<file path="src/hw/rtl/hs5_pkg.sv">
`timescale 1ns / 1ps

package hs5_pkg;

  localparam int DATA_W       = 32;
  localparam int COEF_W       = 16;
  localparam int GRID_W       = 11;
  localparam int HALO_W       = 4;
  localparam int IDX_W        = 10;
  localparam int PADDR_W      = 5;
  localparam int PDATA_W      = 32;
  localparam int MIN_DIM      = 3;
  localparam int MAX_ROWS_DEF = 1024;
  localparam int MAX_COLS_DEF = 1024;
  localparam int QUEUE_DEPTH  = 4;

  localparam logic [GRID_W-1:0] GRID_RESET = 11'd1024;
  localparam logic [HALO_W-1:0] HALO_RESET = 4'd1;

  // register index = paddr[4:2]
  localparam logic [2:0] REG_COEF_X     = 3'd0;
  localparam logic [2:0] REG_COEF_Y     = 3'd1;
  localparam logic [2:0] REG_GRID_ROWS  = 3'd2;
  localparam logic [2:0] REG_GRID_COLS  = 3'd3;
  localparam logic [2:0] REG_HALO_WIDTH = 3'd4;

  typedef struct packed {
    logic [COEF_W-1:0] coef_x;
    logic [COEF_W-1:0] coef_y;
    logic [GRID_W-1:0] grid_rows;
    logic [GRID_W-1:0] grid_cols;
    logic [HALO_W-1:0] halo_width;
  } cfg_t;

  // one interior point with its four neighbours
  typedef struct packed {
    logic [DATA_W-1:0] sample;
    logic [DATA_W-1:0] above;
    logic [DATA_W-1:0] above2;
    logic [DATA_W-1:0] right_above;
    logic [DATA_W-1:0] left_above;
    logic [IDX_W-1:0]  row;
    logic [IDX_W-1:0]  col;
    logic              last;
  } work_t;

endpackage

</file>
<file path="src/hw/rtl/hs5_fifo.sv">
`timescale 1ns / 1ps

module hs5_fifo #(
  parameter int DEPTH = hs5_pkg::QUEUE_DEPTH
) (
  input  logic                       clk,
  input  logic                       rst,
  input  logic                       push,
  input  hs5_pkg::work_t             push_data,
  input  logic                       pop,
  output hs5_pkg::work_t             pop_data,
  output logic                       empty,
  output logic [$clog2(DEPTH+1)-1:0] count
);
  import hs5_pkg::*;

  localparam int PW = (DEPTH > 1) ? $clog2(DEPTH) : 1;
  localparam int NW = $clog2(DEPTH + 1);

  work_t         entries [DEPTH];
  logic [PW-1:0] wr_ptr, rd_ptr;
  logic          do_pop;

  assign empty    = (count == '0);
  assign do_pop   = pop && !empty;
  assign pop_data = entries[rd_ptr];

  always_ff @(posedge clk) begin
    if (push) entries[wr_ptr] <= push_data;
  end

  always_ff @(posedge clk) begin
    if (rst) begin
      wr_ptr <= '0;
      rd_ptr <= '0;
      count  <= '0;
    end else begin
      if (push)   wr_ptr <= (wr_ptr == PW'(DEPTH - 1)) ? '0 : wr_ptr + 1'b1;
      if (do_pop) rd_ptr <= (rd_ptr == PW'(DEPTH - 1)) ? '0 : rd_ptr + 1'b1;
      case ({push, do_pop})
        2'b10:   count <= count + NW'(1);
        2'b01:   count <= count - NW'(1);
        default: count <= count;
      endcase
    end
  end

endmodule

</file>
<file path="config.mk">
export PLATFORM = sky130hd
export DESIGN_NAME = hs5_fifo
export DESIGN_NICKNAME = d
export VERILOG_FILES = /design/src/hw/rtl/hs5_pkg.sv /design/src/hw/rtl/hs5_fifo.sv
export SDC_FILE = /design/constraint.sdc
export NUM_CORES = 1
export LEC_CHECK = 0
export BUFFER_PORTS_ARGS = -buffer_cell sky130_fd_sc_hd__buf_2
export CAP_MARGIN = 20
export CORE_MARGIN = 5
export CORE_UTILIZATION = 53
export CTS_BUF_LIST = sky130_fd_sc_hd__clkbuf_4
export DETAILED_ROUTE_END_ITERATION = 8
export PLACE_DENSITY_LB_ADDON = 0.08
export SLEW_MARGIN = 10
export SYNTH_ARGS = -nofsm -noshare
export SYNTH_HDL_FRONTEND = slang
export SYNTH_SLANG_ARGS = --single-unit
</file>
<file path="constraint.sdc">
create_clock -name clk -period 5 [get_ports clk]
set_input_delay 0.5 -clock clk [delete_from_list [all_inputs] [get_ports clk]]
set_output_delay 0.5 -clock clk [all_outputs]
set_load 0.005 [all_outputs]
</file>
==> out/metrics.csv <==
metric;value;unit
status;completed;
Fill cells;3382;
core area;0.0499;mm^2
synthesized instance count;993;
fin worst setup slack;1.39;ns
DR WL/cell;21.6;um
vias in the first global route;14300;
Slew headroom;41.9;%
Reg clk slew, reported paths;0.07;ns
Buf/Inv on CP;2;
Mean Syn Cell Area;26.7;um^2
#FFs+latches synth;733;
Total Wirelength;54500;um
met3 usage in global routing;8.59;%
Top Usage Layer GRT;met2;
Clock Latency Late Sink;0.96;ns
commonest non-fill, non-tap cell in the layout;edfxtp_1;
largest net degree at the start of global routing;112;
Largest stage delay, worst path;0.70;ns
Tot Pwr;14.3;mW
clock skew;0.0402;ns
yosys warns;0;
Critical Path Slowest Stage Cell;dfxtp_4;
post-CTS setup buffer count;0;
CTS buffer count;182;
critical path arrival;3.11;ns
Worst Path Required;4.50;ns
critical path class;register to output pin;
PortBufs;369;
Reg2Reg Setup Slack;2.71;ns
Post-Syn Nets;1185;
first-pass GRT wire length;82600;um
worst-path cell chain;buf_4 > mux4_2 > buf_2;
Peak Freq;277;MHz
Hold Vio Cnt, Final;0;
DP Wirelength;31900;um
Die X;234;um
clock network fraction of total power;33.6;%
combinational share of power;16.3;%
Final #Nets;1899;
Cell Area, Synth;0.0265;mm^2
Num Clock Sinks;733;
worst hold path class;input pin to register;
layout cells sized above 1;46.4;%
sw frac;24.2;%
TritonRoute pass-1 iters;4;
most frequent cells in the layout;edfxtp_1, buf_2, clkbuf_4, dlygate4sd3_1, mux4_2;
Area growth, synth to finish;25.6;%
switching power;3.46;mW
setup_tns;0;ns
crit path launch type;register;
Vias/cell;5.21;
PD cells;429;mW/mm^2
crit-path max FO;35;
unrepaired setup endpoints after global routing;false;
post-synth cell types;22;
Final Slew Violations;0;
GR Util met1;26.7;%
clk root buf;clkbuf_4;
Largest delay share family, worst path;buffers and inverters;
Max-Cap Viols;0;
DRC viols;0;
Post-Place Setup Slack;2.23;ns
met2 Usage GRT;31.3;%
# setup viols final;0;
post-route ant nets;0;
Final period util;72.2;%
die height;234;um
# rows;82;
TritonCTS clock tree;built;
Sequential Power Share;50.1;%
crit path time final;3.61;ns
Final Wtd Congestion;0.729;
H-tree Lvls;4;
worst vdd ir;261;uV
initial core utilization;53.2;%
initial antenna violation count;8;
initial DRC count;750;
clock buffer depth;3;
via count;13100;
worst slew pin tran;0.871;ns
Internal;10.8;mW
die area;0.0546;mm^2
grt ovf;0;
Setup crit end kind;output pin;
register area share after synthesis;82.6;%
static leakage;11.5;nW
I/O Pins;370;
GRT Overall Usage;20.4;%
## state kept, by name, indices dropped and copies added, names as in the netlist, named ones only
name and count:
entries 724, count 3, wr_ptr 2, rd_ptr 2
## routing by layer
| layer | up-vias | part of all wire (%) |
|---|---|---|
| met3 | 68 | 7.9 |
| met2 | 407 | 49 |
| met5 | - | 0.050 |
| met4 | 4 | 2.0 |
| met1 | 6769 | 41 |
| li1 | 5879 | - |
## Yosys cell counts
| cell | number | share of area, % |
|---|---|---|
| a21oi_1 | 4 | 0.075 |
| and2_1 | 4 | 0.094 |
| buf_1 | 7 | 0.099 |
| buf_2 | 20 | 0.38 |
| buf_4 | 1 | 0.028 |
| buf_6 | 11 | 0.47 |
| clkbuf_1 | 1 | 0.014 |
| dfxtp_1 | 9 | 0.68 |
| edfxtp_1 | 724 | 82 |
| fa_1 | 1 | 0.075 |
| ha_1 | 6 | 0.28 |
| inv_1 | 7 | 0.099 |
| mux2i_1 | 2 | 0.075 |
| mux4_2 | 181 | 15 |
| nand2_1 | 1 | 0.014 |
| nor2_1 | 6 | 0.085 |
| nor3_1 | 1 | 0.019 |
| nor3b_1 | 1 | 0.028 |
| o21ai_0 | 1 | 0.019 |
| o31ai_1 | 1 | 0.028 |
| or3_1 | 2 | 0.047 |
| xor2_1 | 2 | 0.066 |
## layout make-up
class	instances	area [um^2]	share of cell area [%]
Sequential cell	733	21900	65.8
Multi-Input combinational cell	213	4330	13.0
Timing Repair Buffer	570	3900	11.7
Clock buffer	263	1970	5.93
Tap cell	672	841	2.52
Clock inverter	52	295	0.886
Inverter	7	26.3	0.0789
Antenna cell	9	22.5	0.0676
## worst register-to-register path, stage by stage (launching register included)
cell and delay [ns]:
dfxtp_1 0.40, ha_1 0.17, and2_4 0.58, buf_12 0.58
## power groups by stage
stage	clock network, mW	registers [mW]	logic (mW)
after floorplan	0	7.22	1.42
after global placement	0	7.28	2.26
after detailed placement	0	7.30	2.27
after CTS	4.98	7.16	2.40
after global routing	5.36	7.18	2.53
final	4.79	7.16	2.33
## metrics by stage
stage               instances  hold slack [ns]  cell area (um^2)  utilization (%)
floorplan                 993            0.456             26500                -
global placement         2011            0.471             29200             58.5
detailed placement       2011            0.489             29200             58.5
CTS                      2510            0.102             33300             66.8
global route             2515            0.132             33300             66.8
finish                   2519            0.295             33300             66.8
## path summary, 6_finish.rpt
kind	startpoint	end	cells past startpoint
hold reg to reg	rd_ptr[0]	rd_ptr[0]	2
hold / removal	push_data[2]	entries[3][2]	2
setup reg to reg	wr_ptr[0]	entries[1][82]	3
setup / recovery	register	pop_data[113]	3
## logic make-up after synthesis
| kind of cell | count (synthesis) | share of synthesized area (%) |
|---|---|---|
| fa+ha+maj | 7 | 0.358 |
| simple gates | 15 | 0.288 |
| mux | 183 | 15.4 |
| flops | 733 | 82.6 |
| xor+xnor | 2 | 0.0660 |
| compound gates | 6 | 0.123 |
| buf+inv | 47 | 1.08 |
## what timing repair did
action | CTS | global route
endpoints found under the hold margin | 733 | 0
resized for setup | 0 | 0
hold buffers | 184 | 0
Power figures use the tool's default switching activity.
