File: src/hw/rtl/hs5_pkg.sv
`timescale 1ns / 1ps

package hs5_pkg;

  localparam int DATA_W       = 32;
  localparam int COEF_W       = 16;
  localparam int GRID_W       = 11;
  localparam int HALO_W       = 4;
  localparam int IDX_W        = 10;
  localparam int PADDR_W      = 5;
  localparam int PDATA_W      = 32;
  localparam int MIN_DIM      = 3;
  localparam int MAX_ROWS_DEF = 1024;
  localparam int MAX_COLS_DEF = 1024;
  localparam int QUEUE_DEPTH  = 4;

  localparam logic [GRID_W-1:0] GRID_RESET = 11'd1024;
  localparam logic [HALO_W-1:0] HALO_RESET = 4'd1;

  // register index = paddr[4:2]
  localparam logic [2:0] REG_COEF_X     = 3'd0;
  localparam logic [2:0] REG_COEF_Y     = 3'd1;
  localparam logic [2:0] REG_GRID_ROWS  = 3'd2;
  localparam logic [2:0] REG_GRID_COLS  = 3'd3;
  localparam logic [2:0] REG_HALO_WIDTH = 3'd4;

  typedef struct packed {
    logic [COEF_W-1:0] coef_x;
    logic [COEF_W-1:0] coef_y;
    logic [GRID_W-1:0] grid_rows;
    logic [GRID_W-1:0] grid_cols;
    logic [HALO_W-1:0] halo_width;
  } cfg_t;

  // one interior point with its four neighbours
  typedef struct packed {
    logic [DATA_W-1:0] sample;
    logic [DATA_W-1:0] above;
    logic [DATA_W-1:0] above2;
    logic [DATA_W-1:0] right_above;
    logic [DATA_W-1:0] left_above;
    logic [IDX_W-1:0]  row;
    logic [IDX_W-1:0]  col;
    logic              last;
  } work_t;

endpackage

File: src/hw/rtl/hs5_back.sv
`timescale 1ns / 1ps

module hs5_back (
  input  logic                              clk,
  input  logic                              rst,
  input  hs5_pkg::cfg_t                     cfg,
  input  hs5_pkg::work_t                    q_data,
  input  logic                              q_empty,
  output logic                              q_pop,
  output logic signed [hs5_pkg::DATA_W-1:0] new_value,
  output logic [hs5_pkg::IDX_W-1:0]         row,
  output logic [hs5_pkg::IDX_W-1:0]         col,
  output logic                              last,
  output logic                              result_valid,
  input  logic                              result_stall
);
  import hs5_pkg::*;

  localparam int DW = DATA_W + 2;
  localparam int PW = DW + COEF_W + 1;
  localparam int RW = PW - 16;
  localparam int SW = RW + 2;
  localparam logic signed [SW-1:0] SAT_HI = SW'(64'sh7fffffff);
  localparam logic signed [SW-1:0] SAT_LO = SW'(-64'sh80000000);
  localparam logic signed [PW-1:0] HALF   = PW'(32768);

  typedef struct packed {
    logic [IDX_W-1:0] row;
    logic [IDX_W-1:0] col;
    logic             last;
  } meta_t;

  logic adv;
  logic a_valid, b_valid, c_valid;
  meta_t a_meta, b_meta, c_meta;

  logic signed [DATA_W-1:0] a_c, b_c, c_c;
  logic signed [DW-1:0]     a_dx, a_dy, c2, dx, dy;
  logic signed [PW-1:0]     b_px, b_py, pxr, pyr;
  logic signed [RW-1:0]     c_rx, c_ry;
  logic signed [SW-1:0]     sum;

  assign adv   = !result_valid || !result_stall;
  assign q_pop = adv && !q_empty;

  always_comb begin
    c2  = DW'($signed(q_data.above)) <<< 1;
    dx  = DW'($signed(q_data.sample)) - c2 + DW'($signed(q_data.above2));
    dy  = DW'($signed(q_data.right_above)) - c2 + DW'($signed(q_data.left_above));
    pxr = b_px + HALF;
    pyr = b_py + HALF;
    sum = SW'(c_c) + SW'(c_rx) + SW'(c_ry);
  end

  always_ff @(posedge clk) begin
    if (rst) begin
      a_valid      <= 1'b0;
      b_valid      <= 1'b0;
      c_valid      <= 1'b0;
      result_valid <= 1'b0;
    end else if (adv) begin
      a_valid      <= !q_empty;
      b_valid      <= a_valid;
      c_valid      <= b_valid;
      result_valid <= c_valid;
    end
  end

  always_ff @(posedge clk) begin
    if (adv) begin
      a_c    <= $signed(q_data.above);
      a_dx   <= dx;
      a_dy   <= dy;
      a_meta <= '{row: q_data.row, col: q_data.col, last: q_data.last};

      b_c    <= a_c;
      b_px   <= $signed({1'b0, cfg.coef_x}) * a_dx;
      b_py   <= $signed({1'b0, cfg.coef_y}) * a_dy;
      b_meta <= a_meta;

      // round half up, drop 16 fraction bits
      c_c    <= b_c;
      c_rx   <= $signed(pxr[PW-1:16]);
      c_ry   <= $signed(pyr[PW-1:16]);
      c_meta <= b_meta;

      if (sum > SAT_HI)      new_value <= SAT_HI[DATA_W-1:0];
      else if (sum < SAT_LO) new_value <= SAT_LO[DATA_W-1:0];
      else                   new_value <= sum[DATA_W-1:0];
      row  <= c_meta.row;
      col  <= c_meta.col;
      last <= c_meta.last;
    end
  end

endmodule

File: config.mk
export PLATFORM = sky130hd
export DESIGN_NAME = hs5_back
export DESIGN_NICKNAME = d
export VERILOG_FILES = /design/src/hw/rtl/hs5_pkg.sv /design/src/hw/rtl/hs5_back.sv
export SDC_FILE = /design/constraint.sdc
export NUM_CORES = 2
export LEC_CHECK = 0
export ABC_AREA = 0
export BUFFER_PORTS_ARGS = -buffer_cell sky130_fd_sc_hd__buf_2
export CAP_MARGIN = 10
export CORE_ASPECT_RATIO = 1.4
export CORE_UTILIZATION = 61
export CTS_BUF_LIST = sky130_fd_sc_hd__clkbuf_8
export DETAILED_ROUTE_END_ITERATION = 8
export GPL_ROUTABILITY_DRIVEN = 0
export PLACE_DENSITY_LB_ADDON = 0.15
export SYNTH_ARGS = -nofsm -noshare
export SYNTH_HDL_FRONTEND = slang
export SYNTH_SLANG_ARGS = --single-unit
File: constraint.sdc
create_clock -name clk -period 30 [get_ports clk]
set_input_delay 4.5 -clock clk [delete_from_list [all_inputs] [get_ports clk]]
set_output_delay 4.5 -clock clk [all_outputs]
set_load 0.01 [all_outputs]
==> run summary <==
Fin. Hold Viols: 0
Die Y: 370 microns
vias in the first global route: 45100
number of buffers inserted by hold repair at cts: 0
GRT Overall Usage: 32.1%
largest net degree at the start of global routing: 143
worst path arrival time: 11.81 ns
Vias per Instance: 5.61
via count: 41400
PortBufs: 271
Initial DRC Count: 2603
dpl cells: 7263
H-tree depth: 3
DR WL/cell: 20.2 microns
Clock Sinks: 426
crit-path max FO: 34
I/O Pins: 298
WP data required: 30.45 ns
FFs w/ async S/R, synth: 0%
FF/Latch Area: 0.0128 sq mm
core area: 0.0956 sq mm
sequential share of the synthesized area: 21.6%
Max-Cap Viols: 0
CTS tree: yes
post-route ant nets: 0
Post-route DRC: 0
final layout net count: 7826
chip width: 265 microns
design area: 0.0628 sq mm
mapped cell area: 0.0590 sq mm
Slew headroom: 26.7%
share of cells above drive strength 1: 6.75%
Worst Tran Pin Value: 1.10 ns
Finished Layout Cells: 7389
register bit total from synthesis: 426
syn_area_per_cell: 9.94 sq um
Final Cycle Share: 37.9%
multi-input logic area: 0.0399 sq mm
Max Clk Rate: 88.0 MHz
clock buffer depth: 3
Post-CTS Setup Repair Bufs: 0
clk_skew: 0.0666 ns
Post-synth top flop: edfxtp_1
first-pass GRT wire length: 240000 microns
CP Class: input port to flip-flop
initial antenna violation count: 5
Worst-Skew Late Latency: 0.78 ns
DP HPWL: 118000 microns
total grt overflow: 0
crit path capture type: flip-flop
Rows: 134
Min Clock Period, post-route: 11.36 ns
Fin Setup TNS: 0 ns
Starting Density: 61.7%
Syn. warnings: 0
DRT Pass-1 Iters: 6
status: finished clean
fillers: 7739
Yosys cell types: 72
Num CTS Buffers: 71
EDFF count, synth: 422
Hold Crit Class: flip-flop to flip-flop
DIE AREA: 0.0980 sq mm
routed wire length: 149000 microns
Resized cells post-CTS: 0
Final setup viols: 0
syn_nets: 7649
RSZ-0062 raised after global routing: no
kind of start point of the critical path: input port
Post-Synthesis Cells: 5935
Layout area overhead: 6.42%
clk root buf: clkbuf_8
Clock transition at path regs: 0.06 ns
Slew Viols, Final: 0
Placed Area: 0.0614 sq mm
## cell usage in the layout (no fill, tap or decap), types with 6 or more instances in the layout
cell type,instances
o21a_1,22
o21ai_0,85
o211ai_1,13
fa_1,1130
buf_4,25
a21o_1,70
xor2_1,75
a211oi_1,27
a21oi_1,168
clkinv_2,8
o31a_1,8
ha_1,341
and2_1,406
xnor2_1,151
a221oi_1,6
and4_1,12
nor3_1,35
clkbuf_8,71
a211o_1,6
nor4_1,9
and3_1,44
nand3_1,84
nand2b_1,19
nor2b_1,18
inv_1,1507
edfxtp_1,422
clkinv_1,10
o21bai_1,24
nand2_1,805
a31oi_1,23
bufinv_16,6
nand4_1,25
o31ai_1,7
o22ai_1,7
buf_2,271
or3_1,11
nor2_1,120
## sequential cells by signal (all words and copies together), names as in the netlist, 34 cells and up
register,count
b_px,36
c_rx,35
a_dy,34
b_py,36
a_dx,34
c_ry,35
## cell families (layout without fill, tap and decap cells)
group                      count (synthesis)  count (layout)  share of synthesized area [%]
other                                      0               2                              0
muxes                                      6               6                          0.106
DFF                                      426             426                           21.6
AOI/OAI and AO/OA                        524             524                           5.73
adders and majority gates               1471            1471                           45.6
xor gates and xnor gates                 226             226                           3.35
buffers and inverters                   1681            1909                           10.8
and+or+nand+nor                         1601            1601                           12.9
## cells in the mapped netlist, types with 4 or more instances
cell type  instances  area, sq um
a211o_1            6         52.6
a211oi_1          27          203
a21o_1            70          526
a21oi_1          168          841
a221oi_1           6         52.6
a311oi_1           5         43.8
a31o_2             5         43.8
a31oi_1           23          144
a41oi_1            4         35.0
and2_1           406         2540
and3_1            44          275
and4_1            12          105
buf_2              5         25.0
clkbuf_1         183          687
dfxtp_1            4         80.1
edfxtp_1         422        12700
fa_1            1130        22600
ha_1             341         4270
inv_1           1488         5590
mux2i_1            4         40.0
nand2_1          806         3030
nand2b_1          19          119
nand3_1           84          420
nand4_1           25          156
nor2_1           120          450
nor2b_1           18          113
nor3_1            35          175
nor4_1             9         56.3
o211ai_1          13         97.6
o21a_1            22          165
o21ai_0           85          425
o21ai_2            5         43.8
o21bai_1          24          180
o22ai_1            7         43.8
o31a_1             8         70.1
o31ai_1            7         52.6
or2_2              4         25.0
or3_1             11         68.8
xnor2_1          151         1320
xor2_1            75          657
## stage by stage
step	hold WS [ns]	worst slack (ns)	utilization (%)
after detailed placement	0.405	17.96	64.2
after floorplan	0.400	15.55	-
after global routing	0.405	18.21	65.7
after CTS	0.395	18.72	65.7
final	0.404	18.64	65.7
after global placement	0.400	17.98	64.2
## critical path: stages
cell and delay, ns:
buf_2 0.71, nand2_1 0.18, fa_1 0.58, inv_1 0.06, fa_1 0.48, fa_1 0.59
fa_1 0.43, fa_1 0.49, inv_1 0.05, fa_1 0.50, inv_1 0.05, ha_1 0.34
a211oi_1 0.34, o21ai_0 0.17, nor2_1 0.16, nand3_1 0.08, o21ai_0 0.68, o21ai_0 0.25
buf_4 0.21, a2111oi_0 0.60, o21bai_1 0.15, xnor2_1 0.19
## final timing paths
check / from / endpoint / slack (ns) / depth (start not counted)
setup / recovery: cfg[50] / b_px[50]$_DFFE_PN_ / 18.64 / 22
hold / removal: a_meta[20]$_DFFE_PN_ / b_meta[20]$_DFFE_PN_ / 0.40 / 0
setup reg to reg: a_dx[11]$_DFFE_PN_ / b_px[50]$_DFFE_PN_ / 22.19 / 21
hold reg to reg: a_meta[20]$_DFFE_PN_ / b_meta[20]$_DFFE_PN_ / 0.40 / 0
## final cells by class
class | instances | share of cell area [%]
multi-input combinational | 3828 | 63.6
clock inverter | 53 | 0.743
clock buffer | 71 | 1.56
sequential | 426 | 20.3
timing repair buffer | 297 | 2.49
inverter | 1488 | 8.89
antenna | 2 | 0.00797
tap | 1224 | 2.44
## per-layer routing
layer / track usage [%] / routed length [microns]
met1: 36.7 / 53600
met2: 57.6 / 77600
met3: 5.78 / 9660
met4: 16.2 / 8080
met5: 0 / 44
Power is not shown: default switching activity piles up to over one toggle a cycle in this logic, so the estimate is an artifact.
