### src/hw/rtl/hs5_pkg.sv
`timescale 1ns / 1ps

package hs5_pkg;

  localparam int DATA_W       = 32;
  localparam int COEF_W       = 16;
  localparam int GRID_W       = 11;
  localparam int HALO_W       = 4;
  localparam int IDX_W        = 10;
  localparam int PADDR_W      = 5;
  localparam int PDATA_W      = 32;
  localparam int MIN_DIM      = 3;
  localparam int MAX_ROWS_DEF = 1024;
  localparam int MAX_COLS_DEF = 1024;
  localparam int QUEUE_DEPTH  = 4;

  localparam logic [GRID_W-1:0] GRID_RESET = 11'd1024;
  localparam logic [HALO_W-1:0] HALO_RESET = 4'd1;

  // register index = paddr[4:2]
  localparam logic [2:0] REG_COEF_X     = 3'd0;
  localparam logic [2:0] REG_COEF_Y     = 3'd1;
  localparam logic [2:0] REG_GRID_ROWS  = 3'd2;
  localparam logic [2:0] REG_GRID_COLS  = 3'd3;
  localparam logic [2:0] REG_HALO_WIDTH = 3'd4;

  typedef struct packed {
    logic [COEF_W-1:0] coef_x;
    logic [COEF_W-1:0] coef_y;
    logic [GRID_W-1:0] grid_rows;
    logic [GRID_W-1:0] grid_cols;
    logic [HALO_W-1:0] halo_width;
  } cfg_t;

  // one interior point with its four neighbours
  typedef struct packed {
    logic [DATA_W-1:0] sample;
    logic [DATA_W-1:0] above;
    logic [DATA_W-1:0] above2;
    logic [DATA_W-1:0] right_above;
    logic [DATA_W-1:0] left_above;
    logic [IDX_W-1:0]  row;
    logic [IDX_W-1:0]  col;
    logic              last;
  } work_t;

endpackage

### src/hw/rtl/hs5_cfg.sv
`timescale 1ns / 1ps

module hs5_cfg (
  input  logic                        clk,
  input  logic                        rst,
  input  logic                        psel,
  input  logic                        penable,
  input  logic                        pwrite,
  input  logic [hs5_pkg::PADDR_W-1:0] paddr,
  input  logic [hs5_pkg::PDATA_W-1:0] pwdata,
  output logic [hs5_pkg::PDATA_W-1:0] prdata,
  output logic                        pready,
  output hs5_pkg::cfg_t               cfg
);
  import hs5_pkg::*;

  logic [2:0] index;
  logic       wr_en;

  assign index  = paddr[4:2];
  assign pready = 1'b1;
  assign wr_en  = psel && penable && pwrite && pready;

  always_ff @(posedge clk) begin
    if (rst) begin
      cfg.coef_x     <= '0;
      cfg.coef_y     <= '0;
      cfg.grid_rows  <= GRID_RESET;
      cfg.grid_cols  <= GRID_RESET;
      cfg.halo_width <= HALO_RESET;
    end else if (wr_en) begin
      case (index)
        REG_COEF_X:     cfg.coef_x     <= pwdata[COEF_W-1:0];
        REG_COEF_Y:     cfg.coef_y     <= pwdata[COEF_W-1:0];
        REG_GRID_ROWS:  cfg.grid_rows  <= pwdata[GRID_W-1:0];
        REG_GRID_COLS:  cfg.grid_cols  <= pwdata[GRID_W-1:0];
        REG_HALO_WIDTH: cfg.halo_width <= pwdata[HALO_W-1:0];
        default: ;
      endcase
    end
  end

  always_comb begin
    case (index)
      REG_COEF_X:     prdata = PDATA_W'(cfg.coef_x);
      REG_COEF_Y:     prdata = PDATA_W'(cfg.coef_y);
      REG_GRID_ROWS:  prdata = PDATA_W'(cfg.grid_rows);
      REG_GRID_COLS:  prdata = PDATA_W'(cfg.grid_cols);
      REG_HALO_WIDTH: prdata = PDATA_W'(cfg.halo_width);
      default:        prdata = '0;
    endcase
  end

endmodule

### config.mk
export PLATFORM = sky130hd
export DESIGN_NAME = hs5_cfg
export DESIGN_NICKNAME = d
export VERILOG_FILES = /design/src/hw/rtl/hs5_pkg.sv /design/src/hw/rtl/hs5_cfg.sv
export SDC_FILE = /design/constraint.sdc
export NUM_CORES = 1
export LEC_CHECK = 0
export ABC_AREA = 1
export BUFFER_PORTS_ARGS = -buffer_cell sky130_fd_sc_hd__clkbuf_2
export CAP_MARGIN = 0
export CELL_PAD_IN_SITES_DETAIL_PLACEMENT = 1
export CELL_PAD_IN_SITES_GLOBAL_PLACEMENT = 1
export CORE_AREA = 2 2 122 88
export DETAILED_ROUTE_END_ITERATION = 16
export DIE_AREA = 0 0 124 90
export HOLD_SLACK_MARGIN = 0.06
export PLACE_DENSITY = 0.8
export SYNTH_ARGS = -nofsm -noshare
export SYNTH_HDL_FRONTEND = slang
export SYNTH_SLANG_ARGS = --single-unit
### constraint.sdc
create_clock -name clk -period 1.24 [get_ports clk]
set_input_delay 0.062 -clock clk [delete_from_list [all_inputs] [get_ports clk]]
set_output_delay 0.062 -clock clk [all_outputs]
set_load 0.02 [all_outputs]
==> results of run 1 <==
[worst max-delay path, delay by kind of cell, from the launching register on]
family / cells / cell delay, ns
buffers and inverters: 1 / 0.16
AND/OR/NAND/NOR: 4 / 0.37
flip-flops: 1 / 0.33
[worst max path at each step]
stage                 endpoint
global route         prdata[1]
finish               prdata[0]
detailed placement   prdata[6]
CTS                  prdata[1]
floorplan           prdata[11]
global placement     prdata[1]
[power breakdown]
group / internal [uW] / switching, uW / total (uW)
combinational: 191 / 367 / 558
sequential: 1890 / 20.1 / 1910
clock: 1590 / 846 / 2440
[through the flow]
step	utilization, %	TNS (ns)
2_1_floorplan	-	0
3_3_place_gp	37.6	0
3_5_place_dp	37.6	0
4_1_cts	41.3	-0.0658
5_1_grt	42.3	-0.0787
6_report	42.3	0
[final cells by class]
cell class	instances	area, um^2	share of cell area (%)
multi-input combinational	358	1570	36.9
sequential	58	1180	27.6
timing repair buffer	132	911	21.3
clock buffer	12	246	5.77
tap	132	165	3.87
inverter	40	155	3.63
clock inverter	3	40.0	0.938
[what timing repair did]
action / 4_1_cts / 5_1_grt
pin swaps: 9 / 9
endpoints found under the hold margin: 4 / 0
endpoints found under the setup margin: 2 / 16
hold buffers: 3 / 0
buffers inserted: 3 / 6
resized for setup: 11 / 37
[metal layers]
metal	wire, um	up-vias	track usage (%)	share of wire (%)
met5	0	-	0	0
li1	-	1678	-	-
met1	4830	1619	25.1	46
met2	5090	80	33.7	48
met3	558	10	4.89	5.3
met4	103	0	4.87	0.97
[synth_stat cells, drive strengths merged]
cell | number | area [um^2]
conb | 2 | 7.51
nand4 | 6 | 37.5
dfxtp | 58 | 1160
clkbuf | 1 | 3.75
nor2 | 133 | 566
a21oi | 7 | 35.0
nand3 | 58 | 318
inv | 40 | 153
o21ai | 3 | 15.0
buf | 39 | 327
nand2 | 134 | 510
[logic make-up (layout without fill, tap and decap cells)]
logic type / after synthesis / after routing
DFF: 58 / 58
and+or+nand+nor: 331 / 331
other: 2 / 17
buffers and inverters: 80 / 187
AOI/OAI and AO/OA: 10 / 10
==> results.sh, run 1 <==
export IMPL_syn_area_um2=3130
export IMPL_setup_ws_ns=0.00573
export IMPL_synthSimpleGateAreaFrac_pct=45.7
export IMPL_drc_errors=0
export IMPL_area_delta_synth_final_pct=36.3
export IMPL_viasPerCell=4.61
export IMPL_status="finished, final reports clean"
export IMPL_clock_latency_ns=0.32
export IMPL_vias=3387
export IMPL_rsz0062_at_grt="yes"
export IMPL_worstHoldPathCells=5
export IMPL_rows=31
export IMPL_grt_use_total_pct=19.9
export IMPL_worstSetupPathType="flop to output pin"
export IMPL_cp_required_ns=1.18
export IMPL_worstHoldPathType="input pin to flop"
export IMPL_min_to="cfg[39]$_SDFFE_PP0P_"
export IMPL_top_regs="cfg x58"
export IMPL_die_w_um=124
export IMPL_final_cells=735
export IMPL_drt_iter0_drc=129
export IMPL_whs_ns=0.0693
export IMPL_clk_pin_slew_ns=0.05
export IMPL_design_area_um2=4270
export IMPL_max_cap_violations=0
export IMPL_final_common_cell="nand2_1"
export IMPL_min_delay_start="pwdata[13]"
export IMPL_num_io_pins=133
export IMPL_clkSinkCount=58
export IMPL_dpl_cell_count=708
export IMPL_dieArea_um2=11200
export IMPL_yosysWarnings=0
export IMPL_fill_cells=1329
export IMPL_drt_pass1_iter_count=4
export IMPL_synth_adder_area_share_pct=0
export IMPL_io_buffers=97
export IMPL_top_register="cfg"
export IMPL_overflow=0
export IMPL_worst_clock_skew_ns=0
export IMPL_r2r_end="cfg[43]$_SDFFE_PP0P_"
export IMPL_layout_nets=641
export IMPL_period_minus_slack_ns=1.23
export IMPL_start_util_pct=31.1
export IMPL_path_cells="nand4_1, nand2_1, nor2_1, nand2_1, clkbuf_8"
export IMPL_cts_root_buf="clkbuf_16"
export IMPL_avgSynthCellArea_um2=6.51
export IMPL_ir_worst_vdd_uv=643
export IMPL_period_share_pct=99.5
export IMPL_die_y_um=90
export IMPL_cp_arrival_ns=1.17
export IMPL_reg2reg_depth=3
export IMPL_cts_tree="yes"
export IMPL_wirelength_mm=10.6
export IMPL_grt_pass1_wl_mm=17.1
export IMPL_yosysUniqueCellTypes=22
export IMPL_critPathMostFrequentCell="nand2_1"
export IMPL_path_max_fanout=2
export IMPL_crit_path_start_kind="flop"
export IMPL_total_power_uw=4910
export IMPL_synth_top_family_by_area="simple AND/OR/NAND/NOR gates"
export IMPL_grt_antenna_before_repair=0
export IMPL_ff2ff_setup_slack_ns=0.54
export IMPL_dp_hpwl_mm=7.63
export IMPL_gp_congestion=0.846
export IMPL_slowest_stage="dfxtp_2"
export IMPL_setup_viol=0
export IMPL_powerDensity_nw_per_um2=1150
export IMPL_hold_viol_final=0
export IMPL_synth_compound_area_share_pct=1.60
export IMPL_cts_buffers=9
export IMPL_synthCells=481
export IMPL_htree_levels=3
export IMPL_grt_max_degree=59
export IMPL_dp_slack_ns=0.0114
export IMPL_wl_per_cell_um=14.4
export IMPL_largest_register_ffs=58
export IMPL_r2r_start="cfg[43]$_SDFFE_PP0P_"
export IMPL_core_area_um2=10100
export IMPL_p_leak_uw=0.00212
export IMPL_synth_seq_area_share_pct=37.1
export IMPL_end_kind="output pin"
export IMPL_antenna_cells=0
export IMPL_final_layout_size_suffix_gt1_share_pct=30.7
export IMPL_crit_start="cfg[26]$_SDFFE_PP0P_"
export IMPL_clock_fmax_ghz=0.810
export IMPL_cts_buffer_depth=2
export IMPL_synth_seq_cells=58
export IMPL_final_cell_mix="nand2_1, nor2_1, clkbuf_2"
export IMPL_muxShareOfSynthArea_pct=0
export IMPL_grt_pass1_vias=3432
export IMPL_final_max_slew_viol_count=0
export IMPL_max_stage_delay_ns=0.33
export IMPL_placed_area_um2=3790
export IMPL_drtAntennaViolNets=0
export IMPL_synth_xor_area_share_pct=0
No activity file was read; power rests on OpenSTA's default activity.
==> run 2: changes to the inputs <==
Settings changed: SLEW_MARGIN set to 5.
Clock period 1.24 ns to 1.25 ns, I/O delays scaled along.
==> run 2 against run 1 <==
Net effect: the flow now finishes with violations (setup timing); flip-flop and latch count stayed put; global-route usage hardly changed; power is 1.8% lower; non-clock buffer count is 8 higher; critical path type unchanged.
==> results.sh, run 2 (synthesis results as in run 1) <==
export IMPL_status="finished, violations left"
export IMPL_violations="setup timing"
export IMPL_core_area_um2=10100
export IMPL_cts_root_buf="clkbuf_16"
export IMPL_drtAntennaViolNets=0
export IMPL_intPower_uw=3580
export IMPL_p_leak_uw=0.00218
export IMPL_p_sw_share_pct=25.7
export IMPL_dpl_cell_count=708
export IMPL_grt_pass1_wl_mm=17.1
export IMPL_top_regs="cfg x58"
export IMPL_cp_arrival_ns=1.19
export IMPL_io_buffers=97
export IMPL_path_max_fanout=3
export IMPL_end_kind="output pin"
export IMPL_largest_register_ffs=58
export IMPL_grt_use_total_pct=19.9
export IMPL_total_power_uw=4820
export IMPL_die_w_um=124
export IMPL_period_share_pct=100
export IMPL_clock_fmax_ghz=0.797
export IMPL_cts_buffer_depth=2
export IMPL_die_y_um=90
export IMPL_setup_viol=2
export IMPL_utilization_pct=43.4
export IMPL_cp_required_ns=1.19
export IMPL_dieArea_um2=11200
export IMPL_p_switching_uw=1240
export IMPL_drt_pass1_iter_count=4
export IMPL_rows=31
export IMPL_start_util_pct=31.1
export IMPL_layout_nets=649
export IMPL_setup_ws_ns=-0.00438
export IMPL_cts_tree="yes"
export IMPL_gp_congestion=0.832
export IMPL_clock_latency_ns=0.33
export IMPL_cts_buffers=9
export IMPL_top_register="cfg"
export IMPL_clk_pin_slew_ns=0.05
export IMPL_grt_antenna_before_repair=0
export IMPL_dp_hpwl_mm=7.81
export IMPL_htree_levels=3
export IMPL_final_layout_size_suffix_gt1_share_pct=32.5
export IMPL_clkSinkCount=58
export IMPL_final_cell_mix="nand2_1, nor2_1, clkbuf_2"
export IMPL_combPwrFrac_pct=12.0
export IMPL_final_cells=744
export IMPL_rsz0062_at_grt="yes"
export IMPL_final_common_cell="nand2_1"
export IMPL_max_cap_violations=0
export IMPL_grt_pass1_vias=3453
export IMPL_overflow=0
export IMPL_worst_clock_skew_ns=0
export IMPL_power_frac_clock_pct=48.7
export IMPL_wl_per_cell_um=14.6
export IMPL_area_delta_synth_final_pct=39.9
export IMPL_worstSetupPathType="flop to output pin"
export IMPL_drt_iter0_drc=126
export IMPL_worstHoldPathType="input pin to flop"
export IMPL_final_max_slew_viol_count=0
export IMPL_antenna_cells=0
export IMPL_period_minus_slack_ns=1.25
export IMPL_vias=3409
export IMPL_wirelength_mm=10.9
export IMPL_fin_tns_setup_ns=-0.00456
export IMPL_powerDensity_nw_per_um2=1100
export IMPL_drc_errors=0
export IMPL_seq_power_share_pct=39.3
export IMPL_ir_worst_vdd_uv=646
export IMPL_num_io_pins=133
export IMPL_crit_path_start_kind="flop"
export IMPL_viasPerCell=4.58
export IMPL_grt_max_degree=59
export IMPL_hold_viol_final=0
## run 2: cell types whose count changed in the layout (fill, tap and decap cells not counted), moves of 3 or more
cell     previous run  this run
buf_4              25        34
dfxtp_2            14        17
inv_2               5         2
nor2_2              3         7
nor2_1            122       119
dfxtp_1            44        40
buf_2               4         0
## run 2: layout make-up
cell class | instances | area, um^2
well taps | 132 | 165
repair buffers | 140 | 1010
flip-flops and latches | 58 | 1190
multi-input cells | 358 | 1580
fillers | 1382 | 5700
clock inverters | 2 | 10.0
clock buffers | 14 | 274
inverters | 40 | 160
## run 2: layer usage
metal  wire length, um  up-vias  GRT usage [%]
li1                  -     1687              -
met1              4750     1609           24.8
met2              5290      101           33.3
met3               741       12           6.15
met4               102        0           4.59
met5                 0        -              0
## run 2: path summary, 6_finish.rpt
check,slack (ns),end,cells past startpoint,start
worst max-delay path,-0.004,prdata[1],5,cfg[1]$_SDFFE_PP0P_
worst min-delay path,0.07,cfg[39]$_SDFFE_PP0P_,5,pwdata[13]
worst max register to register,0.54,cfg[5]$_SDFFE_PP0P_,3,cfg[5]$_SDFFE_PP0P_
worst min register to register,0.49,cfg[29]$_SDFFE_PP0P_,2,cfg[29]$_SDFFE_PP0P_
## run 2: timing repair
item | 4_1_cts | 5_1_grt
gates resized for setup | 7 | 55
cloned | 0 | 1
hold endpoints to repair | 4 | 0
pin swaps | 4 | 14
setup endpoints to repair | 3 | 12
hold buffers | 3 | 0
buffers inserted | 3 | 13
## run 2: power groups by stage
stage	combinational (uW)	sequential, uW	clock [uW]
finish	578	1890	2340
global route	633	1900	2510
CTS	533	1900	2400
detailed placement	519	1930	0
global placement	505	1930	0
floorplan	354	1960	0
## run 2: worst max-delay path, cell delays in order, from the launching register on
cell and delay, ns:
dfxtp_2 0.33, nand3_2 0.07, nand2_1 0.06, nor2_2 0.13, nand2_1 0.10, clkbuf_8 0.16
## run 2: per-stage QoR
step / setup slack, ns / cell area [um^2] / hold WS [ns]
floorplan: 0.307 / 3190 / 0.189
global placement: 0.0644 / 3810 / 0.319
detailed placement: 0.00103 / 3810 / 0.342
CTS: -0.0321 / 4160 / 0.0652
global route: -0.0837 / 4380 / 0.105
finish: -0.00438 / 4380 / 0.0716
==> run 3: changes to the inputs <==
Settings changed: BUFFER_PORTS_ARGS -buffer_cell sky130_fd_sc_hd__clkbuf_2 to -buffer_cell sky130_fd_sc_hd__buf_2.
==> run 3 against run 2 <==
Net effect: via count is 0.35% higher; first-iteration DRC count is 36% higher; highest routed layer unchanged; the run still ends with setup timing left; critical path type unchanged; non-clock buffer count is 1 higher; setup slack worse by 0.012 ns.
==> results.sh, run 3 (synthesis results as in run 1) <==
export IMPL_p_switching_uw=1260
export IMPL_power_frac_clock_pct=51.6
export IMPL_critPathTopFamily="simple AND/OR/NAND/NOR gates"
export IMPL_top_regs="cfg x58"
export IMPL_drc_errors=0
export IMPL_clock_fmax_ghz=0.790
export IMPL_grt_pass1_vias=3447
export IMPL_largest_register_ffs=58
export IMPL_cp_arrival_ns=1.20
export IMPL_powerDensity_nw_per_um2=1170
export IMPL_crit_path_start_kind="flop"
export IMPL_cts_buffers=9
export IMPL_ir_worst_vdd_uv=651
export IMPL_violations="setup timing"
export IMPL_setup_viol=2
export IMPL_path_max_fanout=2
export IMPL_clk_pin_slew_ns=0.05
export IMPL_num_io_pins=133
export IMPL_final_cell_mix="nand2_1, nor2_1, buf_2"
export IMPL_final_max_slew_viol_count=0
export IMPL_worst_path_buf_inv=1
export IMPL_slowest_stage="dfxtp_2"
export IMPL_cp_required_ns=1.19
export IMPL_regArea_um2=1170
export IMPL_r2r_end="cfg[1]$_SDFFE_PP0P_"
export IMPL_die_y_um=90
export IMPL_layout_nets=650
export IMPL_die_w_um=124
export IMPL_p_sw_share_pct=24.6
export IMPL_r2r_start="cfg[1]$_SDFFE_PP0P_"
export IMPL_end_kind="output pin"
export IMPL_clkSinkCount=58
export IMPL_wl_per_cell_um=15.0
export IMPL_cts_buffer_depth=2
export IMPL_period_minus_slack_ns=1.27
export IMPL_core_area_um2=10100
export IMPL_whs_ns=0.0788
export IMPL_antenna_cells=0
export IMPL_worstHoldPathCells=5
export IMPL_seq_power_share_pct=36.9
export IMPL_grt_pass1_wl_mm=17.5
export IMPL_final_common_cell="nand2_1"
export IMPL_path_cells="nand4_1, nand2_1, nor2_2, nand2_2, buf_6"
export IMPL_worstHoldPathType="input pin to flop"
export IMPL_clock_latency_ns=0.32
export IMPL_p_leak_uw=0.00225
export IMPL_io_buffers=97
export IMPL_combPwrFrac_pct=11.5
export IMPL_tightest_slew_ns=0.924
export IMPL_overflow=0
export IMPL_max_cap_violations=0
export IMPL_gp_congestion=0.873
export IMPL_worstSetupPathType="flop to output pin"
export IMPL_dpl_cell_count=709
export IMPL_multi_input_area_um2=1580
export IMPL_status="finished, violations left"
export IMPL_period_share_pct=101
export IMPL_viasPerCell=4.59
export IMPL_cts_tree="yes"
export IMPL_fill_cells=1355
export IMPL_intPower_uw=3870
export IMPL_dp_hpwl_mm=7.91
export IMPL_drtAntennaViolNets=0
export IMPL_relSlewSlack_pct=38.2
export IMPL_rows=31
export IMPL_min_delay_start="pwdata[12]"
export IMPL_min_to="cfg[38]$_SDFFE_PP0P_"
export IMPL_final_cells=745
export IMPL_final_layout_size_suffix_gt1_share_pct=31.5
export IMPL_area_delta_synth_final_pct=40.0
export IMPL_worst_clock_skew_ns=0
export IMPL_grt_use_total_pct=20.2
export IMPL_start_util_pct=31.1
export IMPL_top_register="cfg"
export IMPL_htree_levels=3
export IMPL_drt_pass1_iter_count=4
export IMPL_dieArea_um2=11200
export IMPL_reg2reg_depth=3
export IMPL_rsz0062_at_grt="yes"
export IMPL_max_stage_delay_ns=0.31
export IMPL_drt_iter0_drc=171
export IMPL_grt_antenna_before_repair=0
export IMPL_vias=3421
export IMPL_ff2ff_setup_slack_ns=0.53
export IMPL_cp_depth=5
export IMPL_setup_ws_ns=-0.0159
export IMPL_grt_max_degree=59
export IMPL_hold_viol_final=0
export IMPL_wirelength_mm=11.2
export IMPL_cts_root_buf="clkbuf_16"
-- run 3: cell types whose count changed in the layout (fill, tap and decap cells not counted), moves of 3 or more --
cell,previous run,this run
dfxtp_1,40,48
clkbuf_8,4,1
clkbuf_2,86,0
dfxtp_2,17,10
nand2_2,3,7
buf_2,0,88
nand2_1,131,126
-- run 3: worst max-delay path by stage --
stage	start	to	slack (ns)
finish	cfg[4]$_SDFFE_PP0P_	prdata[0]	-0.02
global route	cfg[27]$_SDFFE_PP0P_	prdata[1]	-0.05
CTS	paddr[3]	prdata[15]	-0.04
detailed placement	paddr[3]	prdata[6]	-0.09
global placement	paddr[3]	prdata[6]	-0.06
floorplan	paddr[2]	prdata[11]	0.31
-- run 3: repair_timing --
item                                    4_1_cts  5_1_grt
hold buffers                                  2        0
gates cloned                                  1        0
endpoints found under the setup margin       16       20
resized for setup                            18       25
pin swaps                                     8       10
buffers inserted                              7       11
endpoints found under the hold margin         3        0
-- run 3: area by class of cell --
class	count	share of cell area [%]
clock inverters	6	1.83
repair buffers	141	22.5
flip-flops and latches	58	26.8
clock buffers	10	5.45
multi-input cells	358	35.9
inverters	40	3.77
well taps	132	3.77
-- run 3: power groups by stage --
stage,registers (uW),clock network [uW],logic [uW]
after floorplan,1960,0,354
after global placement,1930,0,504
after detailed placement,1930,0,516
after CTS,1890,2700,553
after global routing,1900,2790,643
final,1900,2650,590
-- run 3: worst reg2reg max path: stages (launching register included) --
cell     delay [ns]
dfxtp_2        0.33
buf_4          0.13
nor2_1         0.09
nor2_1         0.06
-- run 3: routing by layer --
layer | track usage, % | routed length, um
met3 | 5.20 | 700
met1 | 26.5 | 5050
met2 | 33.3 | 5340
met4 | 4.03 | 58
met5 | 0 | 0
-- run 3: per-stage QoR --
step                      instance area, um^2  worst slack (ns)  setup TNS [ns]  utilization, %  power [uW]
after global routing                     4390           -0.0535          -0.214            43.5        5330
after detailed placement                 3780           -0.0917           -1.16            37.5        2450
after CTS                                4240           -0.0406         -0.0742            42.0        5150
after floorplan                          3190             0.307               0               -        2310
after global placement                   3780           -0.0630          -0.522            37.5        2440
final                                    4390           -0.0159         -0.0205            43.5        5130
